===== config.mk =====
export PLATFORM = sky130hd
export DESIGN_NAME = tss_front_flat
export DESIGN_NICKNAME = d
export VERILOG_FILES = /design/src/sv/tss_pkg.sv /design/src/sv/tss_in_if.sv /design/src/sv/tss_mul.sv /design/src/sv/tss_front.sv /design/src/flat_wrapper.sv
export SDC_FILE = /design/constraint.sdc
export NUM_CORES = 2
export LEC_CHECK = 0
export BUFFER_PORTS_ARGS = -buffer_cell sky130_fd_sc_hd__buf_2
export CAP_MARGIN = 30
export CORE_MARGIN = 1
export CORE_UTILIZATION = 55
export CTS_CLUSTER_DIAMETER = 30
export DETAILED_ROUTE_END_ITERATION = 10
export GPL_TIMING_DRIVEN = 0
export PLACE_DENSITY = 0.77
export SYNTH_ARGS = -nofsm -noshare
export SYNTH_HDL_FRONTEND = slang
export SYNTH_HIERARCHICAL = 1
export SYNTH_SLANG_ARGS = --single-unit
export TNS_END_PERCENT = 100

===== constraint.sdc =====
create_clock -name i_clk -period 26.4 [get_ports i_clk]
set_input_delay 2.64 -clock i_clk [delete_from_list [all_inputs] [get_ports i_clk]]
set_output_delay 2.64 -clock i_clk [all_outputs]
set_load 0.005 [all_outputs]

===== src/sv/tss_pkg.sv =====
// Shared types, constants and helpers for the Taylor sine/cosine pipeline.
// No dependencies; every other file imports this package.
`default_nettype none

package tss_pkg;

    localparam int FRAC        = 40;          // internal fraction bits
    localparam int ANGLE_W     = 32;          // Q4.27 input angle
    localparam int ANGLE_FRAC  = 27;
    localparam int ANGLE_SHIFT = FRAC - ANGLE_FRAC;
    localparam int RESULT_W    = 32;          // Q2.30 result
    localparam int RESULT_FRAC = 30;
    localparam int RED_W       = 47;          // raised angle and reduction candidates
    localparam int HALF_W      = 23;          // multiplier split point
    localparam int MAG_W       = 2 * HALF_W;  // magnitude of terms, x^2 and products
    localparam int PROD_W      = 2 * MAG_W;   // exact product width
    localparam int SUM_W       = 48;          // running series sum

    localparam int SINE_TOP_DEGREE   = 9;
    localparam int COSINE_TOP_DEGREE = 10;

    localparam logic signed [RED_W-1:0] PI_Q      = RED_W'(64'h3243F6A8886);
    localparam logic signed [RED_W-1:0] TWO_PI_Q  = RED_W'(64'h6487ED5110B);
    localparam logic signed [RED_W-1:0] FOUR_PI_Q = RED_W'(64'h6487ED5110B * 2);
    localparam logic signed [RED_W-1:0] SIX_PI_Q  = RED_W'(64'h6487ED5110B * 3);

    localparam logic [MAG_W-1:0] ONE_Q    = MAG_W'(64'd1 << FRAC);
    localparam logic [MAG_W-1:0] X2_LIMIT = MAG_W'(64'd10 << FRAC);

    typedef enum logic {
        CMD_SINE   = 1'b0,
        CMD_COSINE = 1'b1
    } t_cmd;

    // One word in flight through the series steps. The current term is held
    // as sign and magnitude; pending marks a term not yet folded into sum.
    typedef struct packed {
        t_cmd                     cmd;
        logic [MAG_W-1:0]         x2;
        logic                     sign;
        logic [MAG_W-1:0]         mag;
        logic signed [SUM_W-1:0]  sum;
        logic                     pending;
    } t_item;

    function automatic logic signed [SUM_W-1:0] signed_term(input logic sign,
                                                            input logic [MAG_W-1:0] mag);
        logic signed [SUM_W-1:0] ext;
        ext = $signed(SUM_W'(mag));
        return sign ? -ext : ext;
    endfunction

endpackage

`default_nettype wire


===== src/sv/tss_in_if.sv =====
// Input channel: valid/ready handshake carrying command and angle.
// Depends on tss_pkg.
`default_nettype none

interface tss_in_if import tss_pkg::*; ();
    logic                      valid;
    logic                      ready;
    logic                      command;
    logic signed [ANGLE_W-1:0] angle;

    modport source (output valid, output command, output angle, input ready);
    modport sink   (input valid, input command, input angle, output ready);
endinterface

`default_nettype wire


===== src/sv/tss_mul.sv =====
// Two-stage unsigned fixed-point multiplier: split partial products, then
// sum and round to nearest at the internal fraction point. Uses tss_pkg.
`default_nettype none

module tss_mul import tss_pkg::*; (
    input  wire logic             i_clk,
    input  wire logic             i_en_pp,
    input  wire logic             i_en_rnd,
    input  wire logic [MAG_W-1:0] i_a,
    input  wire logic [MAG_W-1:0] i_b,
    output logic      [MAG_W-1:0] o_p
);

    logic [MAG_W-1:0] a_lo, a_hi, b_lo, b_hi;
    logic [MAG_W-1:0] n_ll, n_lh, n_hl, n_hh;
    logic [MAG_W-1:0] r_ll, r_lh, r_hl, r_hh;
    logic [PROD_W-1:0] full;
    logic [MAG_W-1:0] n_p, r_p;

    always_comb begin
        a_lo = MAG_W'(i_a[HALF_W-1:0]);
        a_hi = MAG_W'(i_a[MAG_W-1:HALF_W]);
        b_lo = MAG_W'(i_b[HALF_W-1:0]);
        b_hi = MAG_W'(i_b[MAG_W-1:HALF_W]);
        n_ll = a_lo * b_lo;
        n_lh = a_lo * b_hi;
        n_hl = a_hi * b_lo;
        n_hh = a_hi * b_hi;
    end

    always_comb begin
        full = (PROD_W'(r_hh) << MAG_W) + (PROD_W'(r_lh) << HALF_W)
             + (PROD_W'(r_hl) << HALF_W) + PROD_W'(r_ll)
             + (PROD_W'(1) << (FRAC - 1));
        n_p  = full[FRAC +: MAG_W];
    end

    always_ff @(posedge i_clk) begin
        if (i_en_pp) begin
            r_ll <= n_ll;
            r_lh <= n_lh;
            r_hl <= n_hl;
            r_hh <= n_hh;
        end
        if (i_en_rnd) begin
            r_p <= n_p;
        end
    end

    assign o_p = r_p;

endmodule

`default_nettype wire


===== src/sv/tss_front.sv =====
// Front end: range reduction by whole turns, then x^2, then the first
// series term for sine or cosine. Uses tss_pkg, tss_in_if and tss_mul.
`default_nettype none

module tss_front import tss_pkg::*; (
    input  wire logic i_clk,
    input  wire logic i_rst_n,
    tss_in_if.sink    i_word,
    output t_item     o_item,
    output logic      o_valid,
    input  wire logic i_ready
);

    logic ld1, ld2, ld3;
    logic r1_v, r2_v, r3_v;
    t_cmd r1_cmd, r2_cmd, r3_cmd;
    logic signed [RED_W-1:0] x_in, p1, p2, p3, m1, m2, m3, n1_x;
    logic signed [RED_W-1:0] r1_x, r2_x, r3_x;
    logic [MAG_W-1:0] n2_mag, r2_mag, r3_mag;
    logic [MAG_W-1:0] x2;

    assign ld3 = !r3_v || i_ready;
    assign ld2 = !r2_v || ld3;
    assign ld1 = !r1_v || ld2;
    assign i_word.ready = ld1;

    // Stage 1: pick the first candidate that lands in [-pi, pi].
    always_comb begin
        x_in = RED_W'(i_word.angle) <<< ANGLE_SHIFT;
        p1   = x_in + TWO_PI_Q;
        p2   = x_in + FOUR_PI_Q;
        p3   = x_in + SIX_PI_Q;
        m1   = x_in - TWO_PI_Q;
        m2   = x_in - FOUR_PI_Q;
        m3   = x_in - SIX_PI_Q;
        priority if (x_in < -PI_Q) begin
            priority if (p1 >= -PI_Q) begin
                n1_x = p1;
            end else if (p2 >= -PI_Q) begin
                n1_x = p2;
            end else begin
                n1_x = p3;
            end
        end else if (x_in > PI_Q) begin
            priority if (m1 <= PI_Q) begin
                n1_x = m1;
            end else if (m2 <= PI_Q) begin
                n1_x = m2;
            end else begin
                n1_x = m3;
            end
        end else begin
            n1_x = x_in;
        end
    end

    assign n2_mag = MAG_W'(r1_x[RED_W-1] ? -r1_x : r1_x);

    tss_mul u_sq (
        .i_clk    (i_clk),
        .i_en_pp  (ld2),
        .i_en_rnd (ld3),
        .i_a      (n2_mag),
        .i_b      (n2_mag),
        .o_p      (x2)
    );

    always_ff @(posedge i_clk) begin
        if (!i_rst_n) begin
            r1_v <= 1'b0;
            r2_v <= 1'b0;
            r3_v <= 1'b0;
        end else begin
            if (ld1) r1_v <= i_word.valid;
            if (ld2) r2_v <= r1_v;
            if (ld3) r3_v <= r2_v;
        end
    end

    always_ff @(posedge i_clk) begin
        if (ld1) begin
            r1_cmd <= t_cmd'(i_word.command);
            r1_x   <= n1_x;
        end
        if (ld2) begin
            r2_cmd <= r1_cmd;
            r2_x   <= r1_x;
            r2_mag <= n2_mag;
        end
        if (ld3) begin
            r3_cmd <= r2_cmd;
            r3_x   <= r2_x;
            r3_mag <= r2_mag;
        end
    end

    always_comb begin
        o_item.cmd     = r3_cmd;
        o_item.x2      = x2;
        o_item.pending = 1'b0;
        if (r3_cmd == CMD_SINE) begin
            o_item.sign = r3_x[RED_W-1];
            o_item.mag  = r3_mag;
            o_item.sum  = SUM_W'(r3_x);
        end else begin
            o_item.sign = 1'b0;
            o_item.mag  = ONE_Q;
            o_item.sum  = $signed(SUM_W'(ONE_Q));
        end
    end

    assign o_valid = r3_v;

endmodule

`default_nettype wire


===== src/flat_wrapper.sv =====
// flat-port wrapper written by rule: the top's interface ports become plain ports
module tss_front_flat import tss_pkg::*;
  (i_clk, i_rst_n, o_item, o_valid, i_ready, i_word_valid, i_word_command, i_word_angle, i_word_ready);
  tss_in_if i_word_i ();
  input  wire logic i_clk;
  input  wire logic i_rst_n;
  output t_item o_item;
  output logic o_valid;
  input  wire logic i_ready;
  input wire logic [$bits(i_word_i.valid)-1:0] i_word_valid;
  input wire logic [$bits(i_word_i.command)-1:0] i_word_command;
  input wire logic [$bits(i_word_i.angle)-1:0] i_word_angle;
  output wire logic [$bits(i_word_i.ready)-1:0] i_word_ready;
  assign i_word_i.valid = i_word_valid;
  assign i_word_i.command = i_word_command;
  assign i_word_i.angle = i_word_angle;
  assign i_word_ready = i_word_i.ready;
  tss_front u_core (.i_clk(i_clk), .i_rst_n(i_rst_n), .i_word(i_word_i), .o_item(o_item), .o_valid(o_valid), .i_ready(i_ready));
endmodule

## Yosys cells after proc, flatten, opt, wreduce, memory -nomap -nowiden

Cells that the tools add are included.

- Register bits after elaboration: 417
- Bits of input ports: 37
- Logic and storage cells: 49

- $add $sub $neg: 11
- $mul: 3
- $lt $le $gt $ge: 6
- Multiplexer cells: 8
- Reductions and logical operators: 6

Operator list:

| operator | count |
|---|---|
| $mux W47 | 6 |
| $add A86 B69 Y86 | 2 |
| $mux W95 | 1 |
| $ge A47 B43 Y1 const B | 2 |
| $le A47 B43 Y1 const B | 2 |
| $mul A23 B23 Y46 | 2 |
| $add A86 B40 Y86 const B | 1 |
| $add A86 B46 Y86 | 1 |
| $add A45 B46 Y47 const B | 1 |
| $sub A45 B46 Y47 const B | 1 |
| $add A45 B44 Y46 const B | 1 |
| $add A45 B45 Y46 const B | 1 |
| $mux W46 | 1 |
| $neg A46 Y46 | 1 |
| $sub A45 B44 Y46 const B | 1 |
| $sub A45 B45 Y46 const B | 1 |
| $gt A45 B43 Y1 const B | 1 |
| $lt A45 B43 Y1 const B | 1 |
| $mul A23 B23 Y40 | 1 |
| $logic_not A1 Y1 | 3 |
| $logic_or A1 B1 Y1 | 3 |

## Depth between registers and ports, before layout

- Depth after elaboration: 6
- Depth in mapped cells: 41

## By module

Netlist, hierarchy kept.

Modules (own cells, without submodules):

| module | instances | cells an instance | area each (µm²) | sequential area each (µm²) |
|---|---|---|---|---|
| tss_mul | 1 | 8290 | 76843.7 | 6035.8 |
| tss_front | 1 | 1540 | 14402.6 | 6636.4 |

## Worst setup path before layout

No wires, ideal clock.

- Path kind: reg-to-reg
- From: reg u_core.r1_x[16]
- To: reg u_core.u_sq.r_hl[44], data pin
- Setup time: 0.263 ns
- Data arrival time: 9.989 ns
- Required time: 26.137 ns
- Setup slack: 16.149 ns
- Stages on the path, launching flop included: 34
- Path buffers: 2
- Period minus slack after synthesis: 10.251 ns
- Cells stage by stage: edfxtp_1 -> or4_4 -> or4_4 -> or3_1 -> or4_1 -> or2_1 -> or4_4 -> or4_4 -> o41ai_2 -> xnor2_1 -> clkbuf_1 -> clkbuf_1 -> nand2_1 -> fa_1 -> fa_1 -> fa_1 -> fa_1 -> inv_1 -> fa_1 -> fa_1 -> inv_1 -> fa_1 -> inv_1 -> ha_1 -> a21o_1 -> a21o_1 -> a21oi_1 -> nand4_1 -> o22ai_2 -> nor3_1 -> o41ai_2 -> o32ai_1 -> o41ai_2 -> xnor2_1

- Longest elaborated chain between the ends: 3

RTL lines:

| item | RTL line | RTL |
|---|---|---|
| start: declaration | tss_front.sv:18 | `logic signed [RED_W-1:0] r1_x, r2_x, r3_x;` |
| start signal: assignment | tss_front.sv:83 | `r1_x <= n1_x;` |
| $neg A46 Y46 | tss_front.sv:57 | `assign n2_mag = MAG_W'(r1_x[RED_W-1] ? -r1_x : r1_x);` |
| $mux W46 | tss_front.sv:57 |  |
| named net u_core.n2_mag[41] | tss_front.sv:19 | `logic [MAG_W-1:0] n2_mag, r2_mag, r3_mag;` |
| $mul A23 B23 Y46 | tss_mul.sv:27 | `n_hl = a_hi * b_lo;` |
| named net u_core.u_sq.n_hl[44] | tss_mul.sv:15 | `logic [MAG_W-1:0] n_ll, n_lh, n_hl, n_hh;` |
| end signal: assignment | tss_mul.sv:42 | `r_hl <= n_hl;` |
| end: declaration | tss_mul.sv:16 | `logic [MAG_W-1:0] r_ll, r_lh, r_hl, r_hh;` |

The timed path passes the listed nets, and every way through them passes these cells.
A chain may end at the register's enable or synchronous reset.

## Final worst setup path

- From: reg u_core.r1_x[14]
- To: reg u_core.u_sq.r_lh[44], data pin

- Longest elaborated chain between the ends: 3

RTL lines:

| item | RTL line | RTL |
|---|---|---|
| $neg A46 Y46 | tss_front.sv:57 |  |
| $mux W46 | tss_front.sv:57 |  |
| named net u_core.n2_mag[35] | tss_front.sv:19 |  |
| $mul A23 B23 Y46 | tss_mul.sv:26 | `n_lh = a_lo * b_hi;` |
| named net u_core.u_sq.n_lh[44] | tss_mul.sv:15 |  |
| end signal: assignment | tss_mul.sv:41 | `r_lh <= n_lh;` |
| end: declaration | tss_mul.sv:16 |  |

The timed path passes the listed nets, and every way through them passes these cells.

==> results.sh <==
export IMPL_ys_async_sr_fraction_pct=0
export IMPL_ys_seq_area_share_pct=13.9
export IMPL_crit_fanout=10
export IMPL_n_fill_cell=14100
export IMPL_synth_seq_cells=423
export IMPL_dr_pass1_iters=6
export IMPL_htree_levels=3
export IMPL_clock_sinks=423
export IMPL_ys_flop_type="edfxtp_1"
export IMPL_clk_latency_ps=770
export IMPL_avgRoutedWirePerCell_um=30.7
export IMPL_max_slew_margin_pct=19.4
export IMPL_hold_buffers=0
export IMPL_slowest_stage="xor2_1"
export IMPL_yosysTopAreaCell="fa_1"
export IMPL_finalSetupTns_ps=0
export IMPL_cts_buffers=99
export IMPL_via_per_inst=6.01
export IMPL_setup_violations=0
export IMPL_chipWidth_um=409
export IMPL_start_kind="flip-flop"
export IMPL_drc=0
export IMPL_rsz0062_at_grt="false"
export IMPL_cts_root_buf="clkbuf_16"
export IMPL_final_min_clock_period_ps=13600
export IMPL_ant_nets=0
export IMPL_dr_total_vias=75800
export IMPL_grt_pass1_wl_um=550000
export IMPL_io_pins=182
export IMPL_syn2layout_area_growth_pct=11.0
export IMPL_synthTopCellsByArea="fa_1 39%, edfxtp_1 14%, ha_1 10%"
export IMPL_postCtsSetupBuffers=0
export IMPL_die_area_um2=168000
export IMPL_clk_path_buf_depth=3
export IMPL_slew_violations=0
export IMPL_dr_first_iter_drc_count=8120
export IMPL_period_share_pct=51.5
export IMPL_top_usage_layer="met2"
export IMPL_cp_end_kind="flip-flop"
export IMPL_postSynthCellCount=9830
export IMPL_yosysMostFrequentCell="inv_1"
export IMPL_grt_use_met3_pct=14.6
export IMPL_die_h_um=409
export IMPL_fmax_mhz=73.5
export IMPL_wl_um=387000
export IMPL_rows=149
export IMPL_path_class="flip-flop to flip-flop"
export IMPL_use_met2_pct=69.0
export IMPL_first_global_vias=78200
export IMPL_core_um2=165000
export IMPL_nNetsFinal=12900
export IMPL_io_buffers=167
export IMPL_synth_top_area_share_pct=39.1
export IMPL_cts_resized=0
export IMPL_dp_hpwl_um=322000
export IMPL_clkTransAtPathRegs_ps=50
export IMPL_syn_num_nets=12400
export IMPL_cts_tree="built"
export IMPL_required_ps=26850
export IMPL_tightest_slew_ps=1210
export IMPL_synth_commonest_cells="2007 x inv_1, 1783 x fa_1, 1418 x nand2_1"
export IMPL_grt_total_usage_pct=46.7
export IMPL_overflow=0
export IMPL_finalCoreUtilization_pct=61.4
export IMPL_synth_edf_count=420
export IMPL_antenna_found_initial=64
export IMPL_cp_common_cell="fa_1"
export IMPL_finClkSkew_ps=51.7
export IMPL_ys_types=94
export IMPL_synth_area_um2=91200
export IMPL_final_hold_viol_count=0
export IMPL_place_congestion=1.09
export IMPL_grt_start_max_net_pins=82
export IMPL_initial_core_util_pct=55.4
export IMPL_grt_util_met1_pct=57.9
export IMPL_avgSynthCellArea_um2=9.28
export IMPL_slowest_delay_ps=830
export IMPL_drive_gt1_share_pct=6.01
export IMPL_min_path_type="flip-flop to flip-flop"
export IMPL_status="complete, no violations"
export IMPL_cp_data_arrival_time_ps=14060
export IMPL_yosys_warnings=6
export IMPL_drv_cap=0
[final timing paths]
check	endpoint	depth (start not counted)	start	slack, ps
max reg2reg	u_core/u_sq/r_lh[44]	34	u_core/r1_x[14]	12800
min	u_core/r3_x[37]	0	u_core/r2_x[37]	410
max	u_core/u_sq/r_lh[44]	34	u_core/r1_x[14]	12800
min reg2reg	u_core/r3_x[37]	0	u_core/r2_x[37]	410
[final cells by class]
| type | count | area [µm²] | area share (%) |
|---|---|---|---|
| Sequential cell | 423 | 12700 | 12.5 |
| Buffer | 602 | 2330 | 2.30 |
| Tap cell | 2189 | 2740 | 2.70 |
| Timing Repair Buffer | 353 | 3570 | 3.53 |
| Antenna cell | 48 | 120 | 0.119 |
| Multi-Input combinational cell | 6793 | 68800 | 67.9 |
| Inverter | 2012 | 7560 | 7.46 |
| Clock buffer | 105 | 2520 | 2.49 |
| Clock inverter | 82 | 986 | 0.974 |
[cells in the final DEF (no fill, tap or decap), types with 26 or more instances in the layout]
| cell | synthesis | routed |
|---|---|---|
| fa_1 | 1783 | 1783 |
| o21a_1 | 26 | 26 |
| nand2_1 | 1418 | 1417 |
| o31ai_1 | 36 | 36 |
| nand2b_1 | 46 | 46 |
| xor2_1 | 65 | 65 |
| a211oi_1 | 30 | 30 |
| edfxtp_1 | 420 | 420 |
| a31oi_1 | 38 | 38 |
| buf_8 | 0 | 134 |
| buf_4 | 12 | 28 |
| clkbuf_1 | 564 | 563 |
| a21o_1 | 104 | 104 |
| nand4_1 | 38 | 38 |
| a21oi_1 | 245 | 245 |
| nor2b_1 | 117 | 117 |
| nor2_1 | 211 | 211 |
| inv_1 | 2007 | 2006 |
| nand3_1 | 87 | 86 |
| buf_2 | 16 | 186 |
| and2_1 | 910 | 910 |
| and3_1 | 26 | 26 |
| ha_1 | 754 | 754 |
| nor3_1 | 69 | 69 |
| o21ai_0 | 194 | 193 |
| xnor2_1 | 210 | 205 |
| clkbuf_16 | 0 | 100 |
| diode_2 | 0 | 48 |
[layer usage]
metal / routed length, µm / vias up
met3: 47300 / 1306
met2: 165000 / 5010
met1: 140000 / 38300
met4: 33900 / 28
met5: 175 / -
li1: - / 31100
[per-stage QoR]
step,area (µm²),setup slack (ps),instances,hold WS (ps)
global route,101000,12600,12600,416
finish,101000,12800,12600,409
floorplan,91200,16150,9830,400
CTS,101000,12960,12500,409
global placement,94800,12750,12200,401
detailed placement,97200,13110,12300,405
[state kept, by name, indices dropped and copies added (netlist names)]
name,count
u_core/u_sq/r_hl,46
u_core/o_valid,1
u_core/r2_v,1
u_core/r3_x,42
u_core/u_sq/o_p,46
u_core/r3_mag,45
u_core/r3_cmd,1
u_core/r1_x,42
u_core/u_sq/r_lh,46
u_core/r2_cmd,1
u_core/r1_cmd,1
u_core/r2_mag,45
u_core/r2_x,42
u_core/u_sq/r_hh,40
u_core/u_sq/r_ll,23
u_core/r1_v,1
[cell families after synthesis]
group	count (synthesis)	share of synthesized area [%]
other	1	0.00411
buffers and inverters	2614	10.8
XOR/XNOR	275	2.64
AND/OR/NAND/NOR	3027	16.2
AO/OA/AOI/OAI	941	6.86
multiplexers	11	0.123
adder cells (fa/ha/maj)	2538	49.5
flip-flops	423	13.9
[worst max-delay path, delay by kind of cell, from the launching register on]
family | cells | cell delay, ps
fa+ha+maj | 8 | 3600
simple gates | 9 | 3250
compound gates | 9 | 3170
buf+inv | 6 | 1600
xor+xnor | 2 | 1140
flops | 1 | 500
Power is left out: the tool's default activity adds up to more than one toggle a clock period on the data nets, which glitch-free logic cannot reach.
