===== config.mk =====
export PLATFORM = sky130hd
export DESIGN_NAME = tss_back_flat
export DESIGN_NICKNAME = d
export VERILOG_FILES = /design/src/sv/tss_pkg.sv /design/src/sv/tss_out_if.sv /design/src/sv/tss_back.sv /design/src/flat_wrapper.sv
export SDC_FILE = /design/constraint.sdc
export NUM_CORES = 1
export LEC_CHECK = 0
export BUFFER_PORTS_ARGS = -buffer_cell sky130_fd_sc_hd__buf_4
export CAP_MARGIN = 15
export CORE_MARGIN = 3
export CORE_UTILIZATION = 60
export DETAILED_ROUTE_END_ITERATION = 12
export PLACE_DENSITY = 0.95
export SYNTH_ARGS = -nofsm -noshare
export SYNTH_HDL_FRONTEND = slang
export SYNTH_SLANG_ARGS = --single-unit

===== constraint.sdc =====
create_clock -name i_clk -period 10.8 [get_ports i_clk]
set_input_delay 1.08 -clock i_clk [delete_from_list [all_inputs] [get_ports i_clk]]
set_output_delay 1.08 -clock i_clk [all_outputs]
set_load 0.005 [all_outputs]

===== src/sv/tss_pkg.sv =====
// Shared types, constants and helpers for the Taylor sine/cosine pipeline.
// No dependencies; every other file imports this package.
`default_nettype none

package tss_pkg;

    localparam int FRAC        = 40;          // internal fraction bits
    localparam int ANGLE_W     = 32;          // Q4.27 input angle
    localparam int ANGLE_FRAC  = 27;
    localparam int ANGLE_SHIFT = FRAC - ANGLE_FRAC;
    localparam int RESULT_W    = 32;          // Q2.30 result
    localparam int RESULT_FRAC = 30;
    localparam int RED_W       = 47;          // raised angle and reduction candidates
    localparam int HALF_W      = 23;          // multiplier split point
    localparam int MAG_W       = 2 * HALF_W;  // magnitude of terms, x^2 and products
    localparam int PROD_W      = 2 * MAG_W;   // exact product width
    localparam int SUM_W       = 48;          // running series sum

    localparam int SINE_TOP_DEGREE   = 9;
    localparam int COSINE_TOP_DEGREE = 10;

    localparam logic signed [RED_W-1:0] PI_Q      = RED_W'(64'h3243F6A8886);
    localparam logic signed [RED_W-1:0] TWO_PI_Q  = RED_W'(64'h6487ED5110B);
    localparam logic signed [RED_W-1:0] FOUR_PI_Q = RED_W'(64'h6487ED5110B * 2);
    localparam logic signed [RED_W-1:0] SIX_PI_Q  = RED_W'(64'h6487ED5110B * 3);

    localparam logic [MAG_W-1:0] ONE_Q    = MAG_W'(64'd1 << FRAC);
    localparam logic [MAG_W-1:0] X2_LIMIT = MAG_W'(64'd10 << FRAC);

    typedef enum logic {
        CMD_SINE   = 1'b0,
        CMD_COSINE = 1'b1
    } t_cmd;

    // One word in flight through the series steps. The current term is held
    // as sign and magnitude; pending marks a term not yet folded into sum.
    typedef struct packed {
        t_cmd                     cmd;
        logic [MAG_W-1:0]         x2;
        logic                     sign;
        logic [MAG_W-1:0]         mag;
        logic signed [SUM_W-1:0]  sum;
        logic                     pending;
    } t_item;

    function automatic logic signed [SUM_W-1:0] signed_term(input logic sign,
                                                            input logic [MAG_W-1:0] mag);
        logic signed [SUM_W-1:0] ext;
        ext = $signed(SUM_W'(mag));
        return sign ? -ext : ext;
    endfunction

endpackage

`default_nettype wire


===== src/sv/tss_out_if.sv =====
// Output channel: valid/ready handshake carrying the series result.
// Depends on tss_pkg.
`default_nettype none

interface tss_out_if import tss_pkg::*; ();
    logic                       valid;
    logic                       ready;
    logic signed [RESULT_W-1:0] result;

    modport source (output valid, output result, input ready);
    modport sink   (input valid, input result, output ready);
endinterface

`default_nettype wire


===== src/sv/tss_back.sv =====
// Back end: fold the last term, round to Q2.30 and saturate into the
// output register. Uses tss_pkg and tss_out_if.
`default_nettype none

module tss_back import tss_pkg::*; (
    input  wire logic  i_clk,
    input  wire logic  i_rst_n,
    input  wire t_item i_item,
    input  wire logic  i_valid,
    output logic       o_ready,
    tss_out_if.source  o_word
);

    logic ld_e, ld_f;
    logic r_e_v, r_f_v;
    logic signed [SUM_W-1:0] n_e_sum, r_e_sum, rnd, q;
    logic [SUM_W-RESULT_W:0] hi;
    logic signed [RESULT_W-1:0] n_f_result, r_f_result;

    assign ld_f = !r_f_v || o_word.ready;
    assign ld_e = !r_e_v || ld_f;
    assign o_ready = ld_e;

    assign n_e_sum = i_item.pending ? i_item.sum + signed_term(i_item.sign, i_item.mag)
                                    : i_item.sum;

    // Round half up, then clamp to the result range.
    always_comb begin
        rnd = r_e_sum + $signed(SUM_W'(1) << (FRAC - RESULT_FRAC - 1));
        q   = rnd >>> (FRAC - RESULT_FRAC);
        hi  = q[SUM_W-1:RESULT_W-1];
        if ((&hi) || !(|hi)) begin
            n_f_result = q[RESULT_W-1:0];
        end else if (q[SUM_W-1]) begin
            n_f_result = {1'b1, {(RESULT_W-1){1'b0}}};
        end else begin
            n_f_result = {1'b0, {(RESULT_W-1){1'b1}}};
        end
    end

    always_ff @(posedge i_clk) begin
        if (!i_rst_n) begin
            r_e_v <= 1'b0;
            r_f_v <= 1'b0;
        end else begin
            if (ld_e) r_e_v <= i_valid;
            if (ld_f) r_f_v <= r_e_v;
        end
    end

    always_ff @(posedge i_clk) begin
        if (ld_e) r_e_sum    <= n_e_sum;
        if (ld_f) r_f_result <= n_f_result;
    end

    assign o_word.valid  = r_f_v;
    assign o_word.result = r_f_result;

endmodule

`default_nettype wire


===== src/flat_wrapper.sv =====
// flat-port wrapper written by rule: the top's interface ports become plain ports
module tss_back_flat import tss_pkg::*;
  (i_clk, i_rst_n, i_item, i_valid, o_ready, o_word_valid, o_word_result, o_word_ready);
  tss_out_if o_word_i ();
  input  wire logic i_clk;
  input  wire logic i_rst_n;
  input  wire t_item i_item;
  input  wire logic i_valid;
  output logic o_ready;
  output wire logic [$bits(o_word_i.valid)-1:0] o_word_valid;
  output wire logic [$bits(o_word_i.result)-1:0] o_word_result;
  input wire logic [$bits(o_word_i.ready)-1:0] o_word_ready;
  assign o_word_valid = o_word_i.valid;
  assign o_word_result = o_word_i.result;
  assign o_word_i.ready = o_word_ready;
  tss_back u_core (.i_clk(i_clk), .i_rst_n(i_rst_n), .i_item(i_item), .i_valid(i_valid), .o_ready(o_ready), .o_word(o_word_i));
endmodule

* After elaboration in Yosys (flattened, before gate mapping)
Index checks and enable logic that the tools add are counted.
** Storage, ports and cells
- Output and inout bits :: 34
- Register bits :: 82
- Input bits :: 147
- Logic and storage cells :: 19
** Operators by class
- Reductions and logical operators :: 8
- Mux-type cells :: 4
- Add/sub/neg operators :: 3
** Operators by type and width (number)
- $mux 48 :: 2
- $mux 32 :: 2
- $add 48x11->48 const B :: 1
- $add 48x48->48 :: 1
- $neg 46->48 :: 1
- $reduce_and 7->1 :: 1
- $reduce_or 7->1 :: 1
- $logic_not 1->1 :: 3
- $logic_or 1x1->1 :: 3

* Depth between registers and ports, before layout
Gate-level depths: netlist of the first run.
- Depth after elaboration :: 5
- Depth in mapped cells :: 20

* Worst setup path before layout of the first run
Ideal clock, no wire load.
- Path kind :: input port to flip-flop
- Start point :: input port i_item[53] (netlist bit)
- End point :: register u_core.r_e_sum[43] (data pin)
- Arrival time :: 4.971 ns
- Path buffers :: 1
- Setup time :: 0.260 ns
- Slack :: 5.569 ns
- Stages :: 18
- Cells stage by stage :: or3_4 -> or4_4 -> or3b_4 -> nor2b_4 -> nand2b_1 -> o41ai_1 -> xnor2_1 -> ha_1 -> clkbuf_1 -> a21oi_1 -> o21ai_1 -> a21o_1 -> a31o_2 -> a41oi_1 -> o21ai_1 -> a21oi_1 -> xnor2_1 -> mux2_2
** Between the ends
- Cells in the longest elaborated chain, start to end :: 4
** RTL lines
- start: declaration :: RTL line flat_wrapper.sv:7 : input wire t_item i_item;
- $neg 46->48 :: RTL line tss_pkg.sv:50 : return sign ? -ext : ext;
- $mux 48 (*) :: RTL line tss_pkg.sv:50
- $add 48x48->48 (*) :: RTL line tss_back.sv:24 : assign n_e_sum = i_item.pending ? i_item.sum + signed_term(i_item.sign, i_item.mag)
- $mux 48 (*) :: RTL line tss_back.sv:24
- named net u_core.n_e_sum[43] :: RTL line tss_back.sv:16 : logic signed [SUM_W-1:0] n_e_sum, r_e_sum, rnd, q;
- end signal: assignment :: RTL line tss_back.sv:52 : if (ld_e) r_e_sum <= n_e_sum;
- end: declaration :: RTL line tss_back.sv:16
Mark *: on every way through the listed nets, which the timed path passes. The rest lies on a longest branch.
A chain may end at the register's enable or synchronous reset.

* Worst setup path in the final report of the first run
Same ends and word-level chain as after synthesis.

==> results.yml, run 1 <==
drt:
  routed-via-count: 6709
  drt-total-wl_mm: 18.2
  initialDrtViolationCount: 638
  wire_per_inst_um: 17.1
  via_per_inst: 6.32
  drc: 0
  dr.pass1.iters: 6
  antenna_left: 0
yosys:
  syn_avg_cell_area_sq_um: 9.14
  synth_common_cells: "77 x xnor2_1, 76 x nand2_1, 71 x edfxtp_1, 58 x ha_1, 51 x a21oi_1"
  yosysSeqAreaShare_pct: 29.8
  ys_warn_count: 0
  synth.top_cells.by_area: "edfxtp_1 29%, ha_1 10%, xnor2_1 9.3%, mux2_2 4.6%, xor2_1 4.0%"
  ys.flop_type: "edfxtp_1"
  synth_top_area_cell: "edfxtp_1"
  synth_cell_type_count: 80
  synth_area_sq_um: 7280
  ys_ff_latch: 73
  syn-instance-count: 796
  async_flop_share_pct: 0
  synth-edff-count: 71
  syn_nets: 1001
  synth_most_common_cell: "xnor2_1"
  synth_top_cell_area_share_pct: 29.3
clocking:
  hold_buffers: 0
  htreeDepth: 3
  post-cts-setup-buffers: 0
  clkSinkCount: 73
  cts.clk_slew.worst_paths_ns: 0.05
  clk_latency_ns: 0.33
  root_buffer: "clkbuf_16"
  ctsLongestPathBuffers: 2
  cts.repair.resized: 0
  cts_buffers: 9
  cts_tree: "built"
global_routing:
  grt_max_degree: 49
  busiest_layer: "met2"
  grt_use_met1_pct: 36.2
  grt_pass1_vias: 6190
  grt_overflow: 0
  grt_pass1_wl_mm: 29.2
  use_met2_pct: 43.7
  antenna_found_initial: 0
  use_met3_pct: 4.46
  grt_util_all_layers_pct: 26.9
setup_path:
  crit_path_start_kind: "input pin"
  max_stage_delay_ns: 0.48
  crit_path_cell_trace: "buf_4, or3_4, or4_4, or3b_4, nor2b_4, nand2b_1, o41ai_1, xnor2_1, ha_1, a21oi_1, o21ai_1, nor3_1, nand4_1, a41oi_1, o21ai_1, a21oi_1, xnor2_1, mux2_2"
  crit_slowest_cell: "or4_4"
  worst_setup_path_end_kind: "register"
  critPathMaxFanout: 7
  r2r_slack_ns: 7.41
  crit_type: "in2reg"
  required_ns: 10.88
  critPathArrivalTime_ns: 5.64
placed_design:
  dp_hpwl_mm: 14.7
  portBuffers: 133
  gp_congestion: 0.941
  place_ws_ns: 4.97
timing:
  fin_crit_ns: 5.56
  worst_pin_slew_ns: 0.875
  maxSlewViolCount: 0
  fmax_ghz: 0.180
  hold_violations: 0
  setup_ws_ns: 5.24
  rsz0062_at_grt: "no"
  slew_headroom_pct: 41.6
  fin_skew_ns: 0.00526
  setup_tns_ns: 0
  finalSetupViolations: 0
  period_share_pct: 51.5
final_layout:
  antennaDiodeCount: 0
  final_nets: 1122
  drive_gt1_share_pct: 22.1
  seq_area_sq_um: 2170
  multiInputGateArea_sq_um: 4910
  areaGrowthSynthToFinish_pct: 18.2
  num-fill-cells: 847
floorplan:
  rows: 39
  die_area_sq_um: 13500
  initial_core_util_pct: 62.7
  die_h_um: 116
  io-pin-count: 181
  fp.dieW_um: 116
  coreArea_sq_um: 11600
job:
  maxCapViolations: 0
power:
  ir_drop_mv: 0.0668
  powerDensity_nw_per_um2: 136
  p_leak_nw: 3.42
status:
  status: "finished clean"
hold_path:
  hold_class: "reg2reg"
-- metrics by stage --
stage	power [W]	instances	hold slack, ns	area [sq um]	util (%)
finish	0.00117	1062	0.495	8600	74.1
global route	0.00124	1062	0.526	8600	74.1
detailed placement	0.000916	1048	0.487	8330	71.8
floorplan	0.000752	796	0.463	7280	-
global placement	0.000893	1048	0.473	8330	71.8
CTS	0.00116	1061	0.498	8570	73.8
-- worst paths after layout --
check,start,endpoint,cells past startpoint
min,u_core.r_e_v,u_core.o_word.valid,1
max reg2reg,u_core.r_e_sum[22],u_core.o_word.result[15],9
min reg2reg,u_core.r_e_v,u_core.o_word.valid,1
max,i_item[53],u_core.r_e_sum[43],18
-- cells in the final DEF, fill, tap and decap left out, types with 33 or more instances in the layout --
| master | count |
|---|---|
| buf_4 | 134 |
| o21ai_0 | 43 |
| ha_1 | 58 |
| a21oi_1 | 51 |
| xor2_1 | 33 |
| nand2_1 | 76 |
| edfxtp_1 | 71 |
| xnor2_1 | 77 |
| o21ai_1 | 34 |
| nor2_1 | 40 |
-- sequential cells by signal (all words and copies together), names as in the netlist --
name and flops:
u_core.o_word.result 32, u_core.o_word.valid 1, u_core.r_e_sum 39, u_core.r_e_v 1
-- layer usage --
metal,part of all wire (%),vias up
met5,0,-
met4,2.9,0
met3,8.2,50
met2,46,309
met1,43,3103
li1,-,3247
-- worst max-delay path: cells and delay by family --
family / cells / cell delay [ns]
adder cells (fa/ha/maj): 1 / 0.38
multiplexers: 1 / 0.27
AO/OA/AOI/OAI: 6 / 1.48
AND/OR/NAND/NOR: 7 / 1.99
buffers and inverters: 1 / 0.12
XOR/XNOR: 2 / 0.31
-- kinds of logic (layout without fill, tap and decap cells) --
family                     after synthesis  after routing  synth area share, %
AOI/OAI and AO/OA                      232            232                 20.6
xor gates and xnor gates               111            111                 13.5
adders and majority gates               58             58                 9.97
buffers and inverters                   42            165                 2.65
DFF                                     73             73                 29.8
muxes                                   33             33                 5.05
and+or+nand+nor                        247            247                 18.4
-- report_power, final --
group          switching, W  internal [W]
logic              0.000250      0.000231
registers         0.0000440      0.000397
clock network     0.0000956      0.000149
-- final cells by class --
| class | instances | area share [%] |
|---|---|---|
| Multi-Input combinational cell | 681 | 57.1 |
| Tap cell | 143 | 2.08 |
| Sequential cell | 73 | 25.3 |
| Timing Repair Buffer | 135 | 12.0 |
| Clock buffer | 10 | 2.66 |
| Clock inverter | 3 | 0.131 |
| Inverter | 17 | 0.742 |
No activity file was read; power rests on OpenSTA's default activity.
==> run 2: changes to the inputs <==
Settings changed: CORE_UTILIZATION 60 to 55, PLACE_DENSITY 0.95 to 0.89.
Clock period 10.8 ns to 5.25 ns, I/O delays scaled along.
==> run 2 against run 1 <==
  * Combinational power is 100% higher
  * Clock skew hardly changed
  * Via count is 4.1% lower
  * Worst hold slack worse by 0.093 ns
  * Sequential power up 100%
  * Non-clock buffer count increased by 7
  * Die area up 8.6%
  * Clock power is 130% higher
  * Core utilization down 5.9 points
  * Critical path type unchanged
  * Power rose by 110%
==> results.yml, run 2 (same netlist as run 1, synthesis figures left out) <==
status:
  status: "finished clean"
global_routing:
  antenna_found_initial: 0
  busiest_layer: "met2"
  grt_use_met1_pct: 32.3
  grt_pass1_vias: 5894
  grt_max_degree: 49
  grt_pass1_wl_mm: 27.5
  grt_util_all_layers_pct: 23.1
  use_met2_pct: 37.4
  grt_overflow: 0
  use_met3_pct: 2.84
clocking:
  cts_tree: "built"
  root_buffer: "clkbuf_16"
  hold_buffers: 0
  cts.clk_slew.worst_paths_ns: 0.05
  clkSinkCount: 73
  clk_latency_ns: 0.33
  cts_buffers: 9
  post-cts-setup-buffers: 0
  htreeDepth: 3
  ctsLongestPathBuffers: 2
  cts.repair.resized: 0
setup_path:
  critPathArrivalTime_ns: 5.02
  crit_type: "in2reg"
  startpoint: "i_item[59]"
  crit_path_cell_trace: "buf_4, or4_4, nor4_4, or3b_4, nor2b_4, nand2b_1, o41ai_1, xnor2_1, ha_1, a21oi_1, o21ai_1, nor3_1, nand4_1, a41oi_1, o21ai_1, a21oi_1, xnor2_1, mux2_2"
  worst_setup_path_end_kind: "register"
  crit_family: "simple AND/OR/NAND/NOR gates"
  required_ns: 5.33
  critPathMaxFanout: 7
  max_stage_delay_ns: 0.56
  crit_path_start_kind: "input pin"
  crit_slowest_cell: "or4_4"
  r2r-start: "u_core.r_e_sum[15]"
  critPathBufInv: 1
timing:
  fin_crit_ns: 4.94
  fin_skew_ns: 0.00540
  finalSetupViolations: 0
  worst_pin_slew_ns: 1.09
  slew_headroom_pct: 27.5
  maxSlewViolCount: 0
  rsz0062_at_grt: "no"
  fmax_ghz: 0.202
  period_share_pct: 94.1
  hold_violations: 0
  setup_tns_ns: 0
drt:
  drc: 0
  antenna_left: 0
  via_per_inst: 5.84
  dr.pass1.iters: 5
  initialDrtViolationCount: 623
  routed-via-count: 6432
  drt-total-wl_mm: 16.9
  wire_per_inst_um: 15.3
final_layout:
  regMostFlops: "u_core.r_e_sum"
  drive_gt1_share_pct: 22.9
  areaGrowthSynthToFinish_pct: 19.7
  seq_area_sq_um: 2170
  final_core_util_pct: 68.2
  multiInputGateArea_sq_um: 4910
  largest_reg_flops: 39
  final_nets: 1129
  final_common_cell: "buf_4"
  final_cell_mix: "142 x buf_4, 77 x xnor2_1, 76 x nand2_1"
  antennaDiodeCount: 0
  num-fill-cells: 1011
floorplan:
  io-pin-count: 181
  coreArea_sq_um: 12800
  die_area_sq_um: 14600
  rows: 41
  die_h_um: 121
  fp.dieW_um: 121
  initial_core_util_pct: 57.0
power:
  powerDensity_nw_per_um2: 280
  finalPower_w: 0.00244
  ir_drop_mv: 0.171
  p_leak_nw: 3.47
hold_path:
  min_from: "i_rst_n"
  hold_class: "in2reg"
placed_design:
  gp_congestion: 0.942
  dp_hpwl_mm: 13.9
  portBuffers: 133
job:
  maxCapViolations: 0
run 2: cell types whose count changed in the layout (fill, tap and decap cells not counted), sizes merged:
cell / change
clkbuf: +2
buf: +7
bufinv: +1
run 2: area by class of cell:
| type | instances | share of cell area, % |
|---|---|---|
| multi-input combinational | 681 | 56.4 |
| sequential | 73 | 24.9 |
| timing repair buffer | 142 | 12.2 |
| clock buffer | 12 | 2.72 |
| tap | 172 | 2.47 |
| inverter | 17 | 0.733 |
| clock inverter | 4 | 0.503 |
run 2: power by group:
group | switching [W] | internal (W) | total [W]
clock | 0.000197 | 0.000364 | 0.000561
sequential | 0.0000826 | 0.000817 | 0.000899
combinational | 0.000499 | 0.000479 | 0.000978
run 2: worst paths after layout:
path | slack [ns] | to | depth (start not counted)
max | 0.31 | u_core.r_e_sum[43] | 18
min | 0.40 | u_core.o_word.valid | 2
max reg2reg | 1.87 | u_core.o_word.result[28] | 9
min reg2reg | 0.50 | u_core.o_word.valid | 1
run 2: stage by stage:
stage	area (sq um)	setup WS (ns)	cells	hold WS (ns)
2_1_floorplan	7280	0.574	796	0.463
3_3_place_gp	8430	0.137	1085	0.473
3_5_place_dp	8430	0.0572	1085	0.477
4_1_cts	8710	0.385	1101	0.395
5_1_grt	8710	0.00986	1101	0.416
6_report	8710	0.309	1101	0.402
run 2: metal layers:
layer	part of all wire [%]	vias to the layer above
met1	46	2929
met2	45	219
li1	-	3258
met4	1.9	0
met5	0	-
met3	6.8	26
==> run 3: changes to the inputs <==
Settings changed: CORE_UTILIZATION 55 to 60, PLACE_DENSITY 0.89 to 0.95.
Clock period 5.25 ns to 6.02 ns, I/O delays scaled along.
==> run 3 against run 2 <==
  * Clock power fell by 3%
  * Core utilization rose by 6.4 points
  * Sequential share of layout area rose by 0.13 points
  * Combinational power fell by 12%
  * Setup slack improved by 0.52 ns
  * Register-to-register slack improved by 0.61 ns
  * Clock skew rose by 0.0022 ns
  * Critical endpoint is now u_core.r_e_sum[41]
  * Routed wire length rose by 6.3%
  * Sequential power fell by 12%
==> results.yml, run 3 (same netlist as run 1, synthesis figures left out) <==
job:
  maxCapViolations: 0
drt:
  via_per_inst: 6.19
  drt-total-wl_mm: 17.9
  initialDrtViolationCount: 619
  dr.pass1.iters: 5
  wire_per_inst_um: 16.8
  drc: 0
  antenna_left: 0
  routed-via-count: 6589
floorplan:
  fp.dieW_um: 116
  initial_core_util_pct: 62.7
  coreArea_sq_um: 11600
  rows: 39
  die_h_um: 116
  die_area_sq_um: 13500
  io-pin-count: 181
placed_design:
  place_ws_ns: 0.609
  portBuffers: 133
  dp_hpwl_mm: 14.2
  gp_congestion: 0.939
  place_area_sq_um: 8330
final_layout:
  regMostFlops: "u_core.r_e_sum"
  final_nets: 1122
  antennaDiodeCount: 0
  final_core_util_pct: 74.6
  areaGrowthSynthToFinish_pct: 19.1
  drive_gt1_share_pct: 22.3
  final_common_cell: "buf_4"
  num-fill-cells: 856
  final_cell_area_sq_um: 8670
  final_cell_mix: "134 x buf_4, 77 x xnor2_1, 76 x nand2_1"
  largest_reg_flops: 39
clocking:
  clkSinkCount: 73
  cts.repair.resized: 0
  cts.clk_slew.worst_paths_ns: 0.05
  ctsLongestPathBuffers: 2
  htreeDepth: 3
  cts_tree: "built"
  post-cts-setup-buffers: 0
  hold_buffers: 0
  clk_latency_ns: 0.32
  cts_buffers: 9
  root_buffer: "clkbuf_16"
setup_path:
  r2r-end: "u_core.o_word.result[23]"
  r2r_slack_ns: 2.48
  r2r-start: "u_core.r_e_sum[22]"
  required_ns: 6.09
  crit_path_cell_trace: "buf_4, or3_4, or4_4, or3b_4, nor2b_4, nand2b_1, o41ai_1, xnor2_1, ha_1, a21oi_1, o21ai_1, nor3_1, nand4_1, a41oi_1, o21ai_1, a21boi_1, xnor2_1, mux2_2"
  crit_type: "in2reg"
  reg2reg_depth: 9
  crit_family: "simple AND/OR/NAND/NOR gates"
  critPathBufInv: 1
  crit_path_start_kind: "input pin"
  critPathArrivalTime_ns: 5.27
  critPathMaxFanout: 7
  worst_setup_path_end_kind: "register"
  max_stage_delay_ns: 0.47
  crit_slowest_cell: "or4_4"
global_routing:
  grt_util_all_layers_pct: 26.4
  grt_overflow: 0
  grt_pass1_vias: 6030
  grt_pass1_wl_mm: 28.8
  antenna_found_initial: 1
  grt_max_degree: 49
timing:
  worst_pin_slew_ns: 0.925
  rsz0062_at_grt: "no"
  setup_tns_ns: 0
  period_share_pct: 86.3
  finalSetupViolations: 0
  fmax_ghz: 0.192
  fin_skew_ns: 0.00762
  maxSlewViolCount: 0
  hold_violations: 0
  fin_crit_ns: 5.20
  slew_headroom_pct: 38.3
  setup_ws_ns: 0.825
power:
  switchingPower_w: 0.000704
  ir_drop_mv: 0.135
  seqPwrFrac_pct: 36.0
  p_leak_nw: 3.45
  combPwrFrac_pct: 39.2
  finalPower_w: 0.00219
  powerDensity_nw_per_um2: 253
  pwr-share-clk_pct: 24.8
  switching_share_pct: 32.1
  internal-power_w: 0.00149
status:
  status: "finished clean"
hold_path:
  min_from: "i_rst_n"
  hold_class: "in2reg"
  worst_hold_path.endpoint: "u_core.o_word.valid"
  whs_path_depth: 2
## run 3: how the worst max path moves through the flow
stage	from	cells past startpoint	endpoint	slack, ns
floorplan	i_item[53]	18	u_core.r_e_sum[43]	1.27
global placement	i_item[53]	18	u_core.r_e_sum[43]	0.73
detailed placement	i_item[53]	18	u_core.r_e_sum[41]	0.61
CTS	i_item[53]	18	u_core.r_e_sum[41]	0.95
global route	i_item[59]	17	u_core.r_e_sum[41]	0.64
finish	i_item[53]	18	u_core.r_e_sum[41]	0.82
## run 3: area by class of cell
| type | count | area, sq um | area share (%) |
|---|---|---|---|
| clock buffers | 13 | 240 | 2.77 |
| clock inverters | 3 | 65.1 | 0.751 |
| inverters | 17 | 63.8 | 0.736 |
| multi-input cells | 681 | 4910 | 56.7 |
| flip-flops and latches | 73 | 2170 | 25.1 |
| well taps | 143 | 179 | 2.06 |
| repair buffers | 135 | 1030 | 11.9 |
## run 3: power groups by stage
stage               logic (W)  registers, W  clock network, W
floorplan            0.000561      0.000788                 0
global placement     0.000812      0.000788                 0
detailed placement   0.000838      0.000796                 0
CTS                  0.000847      0.000790          0.000551
global route         0.000945      0.000804          0.000574
finish               0.000859      0.000790          0.000543
## run 3: per-layer routing
layer	vias to the layer above	share of wire, %	GRT usage (%)
li1	3248	-	-
met1	3041	45	37.1
met2	268	46	42.8
met3	30	6.6	2.90
met4	2	2.1	9.05
met5	-	0.045	0
## run 3: stage by stage
step,hold slack (ns),cells
4_1_cts,0.473,1064
3_3_place_gp,0.473,1048
6_report,0.484,1065
3_5_place_dp,0.487,1048
5_1_grt,0.482,1065
2_1_floorplan,0.463,796
